[src/sv/sparse_polynomial_term_store_eval_defines.svh]
// Assertion macros for the sparse polynomial term store.
// Included by modules that carry concurrent checks; no other dependencies.
`ifndef SPARSE_POLYNOMIAL_TERM_STORE_EVAL_DEFINES_SVH
`define SPARSE_POLYNOMIAL_TERM_STORE_EVAL_DEFINES_SVH
`ifndef NO_ASSERTIONS
`define SPTS_ASSERT_IMPL(label, clk, rst_n, ante, cons) \
    label: assert property (@(posedge clk) disable iff (!rst_n) (ante) |-> (cons)) \
        else $error("assertion failed");
`define SPTS_ASSERT_NEXT(label, clk, rst_n, ante, cons) \
    label: assert property (@(posedge clk) disable iff (!rst_n) (ante) |=> (cons)) \
        else $error("assertion failed");
`else
`define SPTS_ASSERT_IMPL(label, clk, rst_n, ante, cons)
`define SPTS_ASSERT_NEXT(label, clk, rst_n, ante, cons)
`endif
`endif

[src/sv/spts_pkg.sv]
// Shared types and constants for the sparse polynomial term store.
// No dependencies.
`timescale 1ns / 1ps
package spts_pkg;
    localparam int TermSlotsDefault   = 16;
    localparam int MaxExponentDefault = 31;
    localparam int CoefW = 32;
    localparam int ExpW  = 5;

    typedef enum logic [1:0] {
        ACT_INSERT = 2'd0,
        ACT_DELETE = 2'd1,
        ACT_EVAL   = 2'd2,
        ACT_NONE   = 2'd3
    } action_t;

    typedef enum logic [1:0] {
        ST_OK        = 2'd0,
        ST_NOT_FOUND = 2'd1,
        ST_FULL      = 2'd2,
        ST_RSVD      = 2'd3
    } status_t;

    typedef struct packed {
        logic [1:0]        action;
        logic signed [31:0] coefficient;
        logic [4:0]        exponent;
        logic signed [31:0] point;
    } cmd_t;

    typedef struct packed {
        logic [1:0]        status;
        logic signed [31:0] poly_value;
    } rsp_t;

    // term entry as stored in memory
    typedef struct packed {
        logic [CoefW-1:0] coef;
        logic [ExpW-1:0]  expo;
    } term_t;
endpackage

[src/sv/spts_ram.sv]
// Generic single-port-write, single-port-read RAM with registered read.
// No dependencies.
`timescale 1ns / 1ps
module spts_ram #(
    parameter int WIDTH = 8,
    parameter int DEPTH = 16
) (
    input  logic                     clk,
    input  logic                     we,
    input  logic [$clog2(DEPTH)-1:0] waddr,
    input  logic [WIDTH-1:0]         wdata,
    input  logic [$clog2(DEPTH)-1:0] raddr,
    output logic [WIDTH-1:0]         rdata
);
    logic [WIDTH-1:0] mem [DEPTH];

    always_ff @(posedge clk)
    begin
        if (we)
        begin
            mem[waddr] <= wdata;
        end
        rdata <= mem[raddr];
    end
endmodule

[src/sv/sparse_polynomial_term_store_eval.sv]
// Top level of the sparse polynomial term store with evaluation.
// Depends on spts_pkg, spts_ram and the assertion macro header.
//
// Usage: drive cmd and pulse start while busy is low; that edge accepts the
// transaction. busy stays high through the one cycle in which done marks the
// single result on rsp; the receiver cannot stall it.
// Terms live in one RAM (coefficient and exponent side by side) kept sorted
// by exponent, descending; term_count sits in a register.
// Steps per transaction, with E the exponent of a stored term:
//   insert: scan for the slot, then shift entries up with one
//           read-then-write pair per entry, then write the new term,
//   delete: scan, then shift entries down,
//   evaluate: for each stored term the term is read, the shared 32x32
//           multiplier forms point^E one product per cycle, one more
//           step forms the coefficient product and one adds it to the
//           sum.
// The single RAM port pair and the one multiplier set this sequencing.
// Reset clears term_count and the controller; memory contents are never
// read before written, so no clearing pass runs.
`timescale 1ns / 1ps
`include "sparse_polynomial_term_store_eval_defines.svh"
module sparse_polynomial_term_store_eval #(
    parameter int TERM_SLOTS   = spts_pkg::TermSlotsDefault,
    parameter int MAX_EXPONENT = spts_pkg::MaxExponentDefault
) (
    input  logic           clk,
    input  logic           rst_n,
    input  logic           start,
    output logic           busy,
    input  spts_pkg::cmd_t cmd,
    output logic           done,
    output spts_pkg::rsp_t rsp
);
    import spts_pkg::*;

    localparam int AW = $clog2(TERM_SLOTS);
    localparam int CW = $clog2(TERM_SLOTS + 1);

    typedef enum logic [9:0] {
        S_IDLE  = 10'b0000000001,
        S_SCAN  = 10'b0000000010,  // read issued for idx
        S_SCANW = 10'b0000000100,  // data for idx available
        S_MVRD  = 10'b0000001000,  // issue read for shift
        S_MVWR  = 10'b0000010000,  // write shifted entry
        S_PUT   = 10'b0000100000,  // write new term
        S_EVRD  = 10'b0001000000,
        S_POW   = 10'b0010000000,
        S_MAC   = 10'b0100000000,
        S_DONE  = 10'b1000000000
    } state_t;

    state_t state_reg, state_next;
    cmd_t cmd_reg, cmd_next;
    logic [CW-1:0] count_reg, count_next;
    logic [CW-1:0] idx_reg, idx_next;     // scan position
    logic [CW-1:0] mv_reg, mv_next;       // shift position
    logic [CoefW-1:0] pow_reg, pow_next;
    logic [ExpW-1:0] ecnt_reg, ecnt_next;
    logic [CoefW-1:0] coef_reg, coef_next;
    logic [CoefW-1:0] sum_reg, sum_next;
    logic [1:0] status_reg, status_next;
    logic [CoefW-1:0] prod_reg;

    logic we;
    logic [AW-1:0] waddr, raddr;
    term_t wdata, rdata;

    spts_ram #(.WIDTH($bits(term_t)), .DEPTH(TERM_SLOTS)) u_terms (
        .clk(clk), .we(we), .waddr(waddr), .wdata(wdata),
        .raddr(raddr), .rdata(rdata)
    );

    // saturated insert exponent
    logic [ExpW-1:0] ins_exp;
    always_comb
    begin
        if ({1'b0, cmd_reg.exponent} > (ExpW+1)'(MAX_EXPONENT))
            ins_exp = ExpW'(MAX_EXPONENT);
        else
            ins_exp = cmd_reg.exponent;
    end

    // one shared multiplier: pow*point in S_POW, coef*pow in S_MAC
    logic [CoefW-1:0] mul_a, mul_b;
    always_comb
    begin
        mul_a = pow_reg;
        mul_b = (state_reg == S_MAC) ? coef_reg : cmd_reg.point;
    end
    logic [2*CoefW-1:0] mul_full;
    assign mul_full = mul_a * mul_b;
    always_ff @(posedge clk)
    begin
        prod_reg <= mul_full[CoefW-1:0];
    end

    always_comb
    begin
        state_next  = state_reg;
        cmd_next    = cmd_reg;
        count_next  = count_reg;
        idx_next    = idx_reg;
        mv_next     = mv_reg;
        pow_next    = pow_reg;
        ecnt_next   = ecnt_reg;
        coef_next   = coef_reg;
        sum_next    = sum_reg;
        status_next = status_reg;
        we = 1'b0;
        waddr = idx_reg[AW-1:0];
        wdata = '0;
        raddr = idx_reg[AW-1:0];
        unique case (state_reg)
            S_IDLE:
            begin
                if (start)
                begin
                    cmd_next    = cmd;
                    idx_next    = '0;
                    sum_next    = '0;
                    status_next = ST_OK;
                    unique case (cmd.action) inside
                        ACT_INSERT:
                            if (count_reg == CW'(TERM_SLOTS))
                            begin
                                status_next = ST_FULL;
                                state_next  = S_DONE;
                            end
                            else
                                state_next = S_SCAN;
                        ACT_DELETE, ACT_EVAL:
                            state_next = S_SCAN;
                        default:
                            state_next = S_DONE;
                    endcase
                end
            end
            S_SCAN:
            begin
                // raddr = idx issued this cycle
                if (idx_reg >= count_reg)
                begin
                    if (cmd_reg.action == ACT_INSERT)
                    begin
                        mv_next    = count_reg;
                        state_next = (count_reg == idx_reg) ? S_PUT : S_MVRD;
                    end
                    else
                    begin
                        if (cmd_reg.action == ACT_DELETE)
                            status_next = ST_NOT_FOUND;
                        state_next = S_DONE;
                    end
                end
                else
                    state_next = S_SCANW;
            end
            S_SCANW:
            begin
                if (cmd_reg.action == ACT_INSERT)
                begin
                    if (ins_exp <= rdata.expo)
                    begin
                        idx_next   = idx_reg + 1'b1;
                        state_next = S_SCAN;
                    end
                    else
                    begin
                        mv_next    = count_reg;
                        state_next = S_MVRD;
                    end
                end
                else if (cmd_reg.action == ACT_DELETE)
                begin
                    if (rdata.expo == cmd_reg.exponent)
                    begin
                        mv_next    = idx_reg;
                        state_next = S_MVRD;
                    end
                    else if (cmd_reg.exponent > rdata.expo)
                    begin
                        status_next = ST_NOT_FOUND;
                        state_next  = S_DONE;
                    end
                    else
                    begin
                        idx_next   = idx_reg + 1'b1;
                        state_next = S_SCAN;
                    end
                end
                else
                begin
                    coef_next  = rdata.coef;
                    ecnt_next  = rdata.expo;
                    pow_next   = CoefW'(1);
                    state_next = (rdata.expo == '0) ? S_MAC : S_POW;
                end
            end
            S_MVRD:
            begin
                // insert: read mv-1, write to mv; delete: read mv+1, write to mv
                if (cmd_reg.action == ACT_INSERT)
                begin
                    if (mv_reg == idx_reg)
                        state_next = S_PUT;
                    else
                    begin
                        raddr      = AW'(mv_reg - 1'b1);
                        state_next = S_MVWR;
                    end
                end
                else
                begin
                    if (mv_reg + 1'b1 >= count_reg)
                    begin
                        count_next = count_reg - 1'b1;
                        state_next = S_DONE;
                    end
                    else
                    begin
                        raddr      = AW'(mv_reg + 1'b1);
                        state_next = S_MVWR;
                    end
                end
            end
            S_MVWR:
            begin
                we    = 1'b1;
                waddr = mv_reg[AW-1:0];
                wdata = rdata;
                if (cmd_reg.action == ACT_INSERT)
                    mv_next = mv_reg - 1'b1;
                else
                    mv_next = mv_reg + 1'b1;
                state_next = S_MVRD;
            end
            S_PUT:
            begin
                we         = 1'b1;
                waddr      = idx_reg[AW-1:0];
                wdata.coef = cmd_reg.coefficient;
                wdata.expo = ins_exp;
                count_next = count_reg + 1'b1;
                state_next = S_DONE;
            end
            S_EVRD:
            begin
                // product of coef*pow ready in prod_reg
                sum_next   = sum_reg + prod_reg;
                idx_next   = idx_reg + 1'b1;
                state_next = S_SCAN;
            end
            S_POW:
            begin
                // advance the power by one factor of point per cycle
                pow_next  = mul_full[CoefW-1:0];
                ecnt_next = ecnt_reg - 1'b1;
                if (ecnt_reg == ExpW'(1))
                    state_next = S_MAC;
            end
            S_MAC:
            begin
                state_next = S_EVRD;
            end
            S_DONE:
            begin
                state_next = S_IDLE;
            end
            default:
                state_next = S_IDLE;
        endcase
    end

    always_ff @(posedge clk or negedge rst_n)
    begin
        if (!rst_n)
        begin
            state_reg  <= S_IDLE;
            count_reg  <= '0;
            status_reg <= ST_OK;
        end
        else
        begin
            state_reg  <= state_next;
            count_reg  <= count_next;
            status_reg <= status_next;
        end
    end

    always_ff @(posedge clk)
    begin
        cmd_reg  <= cmd_next;
        idx_reg  <= idx_next;
        mv_reg   <= mv_next;
        ecnt_reg <= ecnt_next;
        coef_reg <= coef_next;
        sum_reg  <= sum_next;
        pow_reg  <= pow_next;
    end

    assign busy = (state_reg != S_IDLE);
    assign done = (state_reg == S_DONE);
    assign rsp.status     = status_reg;
    assign rsp.poly_value = (cmd_reg.action == ACT_EVAL) ? sum_reg : '0;

    `SPTS_ASSERT_IMPL(a_count_bound, clk, rst_n, 1'b1, count_reg <= CW'(TERM_SLOTS))
    `SPTS_ASSERT_NEXT(a_done_pulse, clk, rst_n, done, !done)
    `SPTS_ASSERT_NEXT(a_start_busy, clk, rst_n, start && !busy, busy)
    `SPTS_ASSERT_IMPL(a_write_range, clk, rst_n, we, waddr <= AW'(TERM_SLOTS - 1))
endmodule

[config.mk]
export PLATFORM = sky130hd
export DESIGN_NAME = sparse_polynomial_term_store_eval
export DESIGN_NICKNAME = d
export VERILOG_FILES = /design/src/sv/spts_pkg.sv /design/src/sv/spts_ram.sv /design/src/sv/sparse_polynomial_term_store_eval.sv
export VERILOG_INCLUDE_DIRS = /design/src /design/src/sv
export SDC_FILE = /design/constraint.sdc
export NUM_CORES = 2
export LEC_CHECK = 0
export BUFFER_PORTS_ARGS = -buffer_cell sky130_fd_sc_hd__buf_2
export CORE_ASPECT_RATIO = 1.25
export CORE_MARGIN = 10
export CORE_UTILIZATION = 55
export CTS_BUF_LIST = sky130_fd_sc_hd__clkbuf_4
export DETAILED_ROUTE_END_ITERATION = 6
export HOLD_SLACK_MARGIN = 0.08
export MAX_ROUTING_LAYER = met4
export PLACE_DENSITY = 0.74
export SYNTH_ARGS = -nofsm -noshare
export SYNTH_HDL_FRONTEND = slang
export SYNTH_SLANG_ARGS = --single-unit
[constraint.sdc]
create_clock -name clk -period 7.8 [get_ports clk]
set_input_delay 0 -clock clk [delete_from_list [all_inputs] [get_ports clk]]
set_output_delay 0 -clock clk [all_outputs]
set_load 0.01 [all_outputs]
==> impl_results.md <==
* Routed Wire Length at 127 mm
* Global-route wire length before repair at 196 mm
* CP Launch Point: state_reg[5]$_DFFE_PN0P_
* Mapped Nets at 4593
* Fin Clk Skew at 0.0936 ns
* CTS tree: built
* Fmax at 0.123 GHz
* Reg2Reg Depth at 29
* Core Area at 0.0927 mm²
* Fin. Hold Viols at 0
* Fin crit period at 8.15 ns
* Fill count at 6890
* CTS sink count at 860
* Final Max Slew Viols at 0
* Min-delay worst type: in2reg
* Critical-path maximum fanout at 8
* EDFF count, synth at 774
* Worst slew pin tran at 1.12 ns
* Top_reg_cell synth: edfxtp_1
* Flop2flop setup slack at -0.35 ns
* DRT Pass-1 Iters at 5
* Post-DP HPWL at 83.7 mm
* Worst Setup End Kind: register
* Area growth from synthesis to layout at 16.1%
* Endpoints failing setup at 17
* Die width at 293 µm
* Status: finished with violations
* Avg WL per Cell at 21.8 µm
* Initial DRC Count at 2065
* CTS Buf Count at 202
* Dpl ws at -0.400 ns
* Max incr delay on CP at 0.59 ns
* Hold Path Origin: cmd[59]
* Via count at 32500
* Worst endpoint required time at 8.58 ns
* Initial antenna violation count at 5
* Post-synthesis register bit count at 860
* Cell repeated most along the worst path: fa_1
* Final setup margin at -0.354 ns
* Vias in the first global route at 34500
* Final core occ at 64.2%
* Post-synthesis cell count at 3930
* R2R Path Start: state_reg[5]$_DFFE_PN0P_
* Number of max-cap violations at 0
* # rows at 125
* Hold Path Stages at 3
* H-tree depth at 4
* Worst Setup Start Kind: register
* PortBufs at 109
* Largest net degree at the start of global routing at 116
* Critical R2R Capture: mul_a[31]$_SDFFCE_PN0P_
* Grt total ovfl at 0
* Worst setup path category: reg2reg
* Vias per cell at 5.58
* Die ar. at 0.106 mm²
* DRT antenna net count at 0
* RSZ-0062 raised after global routing: true
* # nets final at 5115
* Gpl congestion at 0.940
* Cell area after synthesis at 0.0513 mm²
* CP Data Arrival Time at 8.94 ns
* Asr flop ratio synth at 1.98%
* Total track usage at 25.0%
* Share of layout cells above drive strength 1 at 17.3%
* Clock Latency Late Sink at 1.08 ns
* Failing checks: negative setup slack
* Die extent in y at 361 µm
* Post-Syn Area per Cell at 13.0 µm²
* Most frequent cells in the layout: 774 x edfxtp_1, 558 x mux2i_1, 411 x inv_1, 394 x fa_1, 350 x and2_1
* Register area share after synthesis at 48.8%
* Yosys warning count at 0
* Period utilisation layout at 105%
* Initial Util at 55.3%
* Most common cell after layout, fill and taps aside: edfxtp_1
* I/O pin cnt at 110
* CTS Root Cell: clkbuf_4
* Fin Setup TNS at -2.55 ns
* Largest register FFs at 592
* Clk buf depth at 3
* Slowest-stage cell, CP: fa_2
* Final hold slack at 0.207 ns
* Clk pin slew, worst setup/hold paths at 0.07 ns
* Relative slew margins at 25.0%
* Synth cell types at 71
* Worst Hold End: cmd_reg[59]$_DFFE_PP_
* DR DRC count at 0
[worst max-delay path by stage]
stage	to	slack [ns]	cells after the start
after global routing	mul_a[31]$_SDFFCE_PN0P_	-0.60	29
final	mul_a[31]$_SDFFCE_PN0P_	-0.35	29
after CTS	mul_a[29]$_SDFFCE_PN0P_	-0.29	29
after global placement	mul_a[31]$_SDFFCE_PN0P_	-0.32	29
after detailed placement	mul_a[31]$_SDFFCE_PN0P_	-0.40	29
after floorplan	mul_a[31]$_SDFFCE_PN0P_	-0.24	31
[per-layer routing]
metal	track usage (%)	share of wire (%)	wire, µm
met5	-	0	0
met4	13.2	5.3	6710
met3	4.00	5.9	7460
met2	42.3	52	65400
met1	28.4	37	47200
[logic make-up (layout without fill, tap and decap cells)]
logic type	Yosys count	in the layout	synth area share (%)
other cells	0	4	0
fa+ha+maj	589	589	20.4
xor+xnor	126	126	2.22
mux	581	582	11.4
flops	860	860	48.8
simple gates	902	902	9.10
buf+inv	595	1276	4.47
compound gates	277	277	3.57
[final cells by class]
| type | instances | area, µm² | share of cell area (%) |
|---|---|---|---|
| Sequential cell | 860 | 25100 | 42.1 |
| Multi-Input combinational cell | 2476 | 24700 | 41.4 |
| Timing Repair Buffer | 496 | 4070 | 6.84 |
| Clock buffer | 300 | 2250 | 3.78 |
| Inverter | 416 | 1560 | 2.63 |
| Tap cell | 1206 | 1510 | 2.53 |
| Clock inverter | 64 | 412 | 0.692 |
| Antenna cell | 4 | 10.0 | 0.0168 |
[metrics by stage]
step | instance area, µm² | instances
after floorplan | 51400 | 3930
after global placement | 54500 | 5263
after detailed placement | 54500 | 5263
after CTS | 59300 | 5811
after global routing | 59500 | 5822
final | 59500 | 5822
[worst max-delay path: cells and delay by family (launching register included)]
family / cells / cell delay, ns
buffers and inverters: 5 / 0.40
DFF: 1 / 0.40
adders and majority gates: 9 / 4.22
and+or+nand+nor: 5 / 0.98
xor gates and xnor gates: 1 / 0.15
AOI/OAI and AO/OA: 8 / 1.41
muxes: 1 / 0.34
[synthesized netlist by cell type, types with 31 or more instances]
library cell | count | area share (%)
buf_2 | 31 | 0.30
ha_1 | 179 | 4.4
and2_1 | 357 | 4.4
edfxtp_1 | 774 | 45
xnor2_1 | 86 | 1.5
nand2_1 | 282 | 2.1
mux2i_1 | 560 | 11
fa_1 | 410 | 16
a21o_1 | 41 | 0.60
a22o_1 | 32 | 0.55
dfxtp_1 | 69 | 2.7
clkbuf_1 | 127 | 0.93
o21ai_0 | 46 | 0.45
nor2_1 | 117 | 0.86
xor2_1 | 37 | 0.63
inv_1 | 415 | 3.0
nor2b_1 | 37 | 0.45
a21oi_1 | 77 | 0.75
[what timing repair did]
item                                    4_1_cts  5_1_grt
pin swaps                                    21       12
endpoints found under the setup margin       24       30
hold endpoints to repair                    202        0
buffers inserted                             16        9
gates cloned                                  3        0
resized for setup                            61       38
hold buffers                                167        0
Power is not shown: default switching activity piles up to over one toggle a cycle in this logic, so the estimate is an artifact.
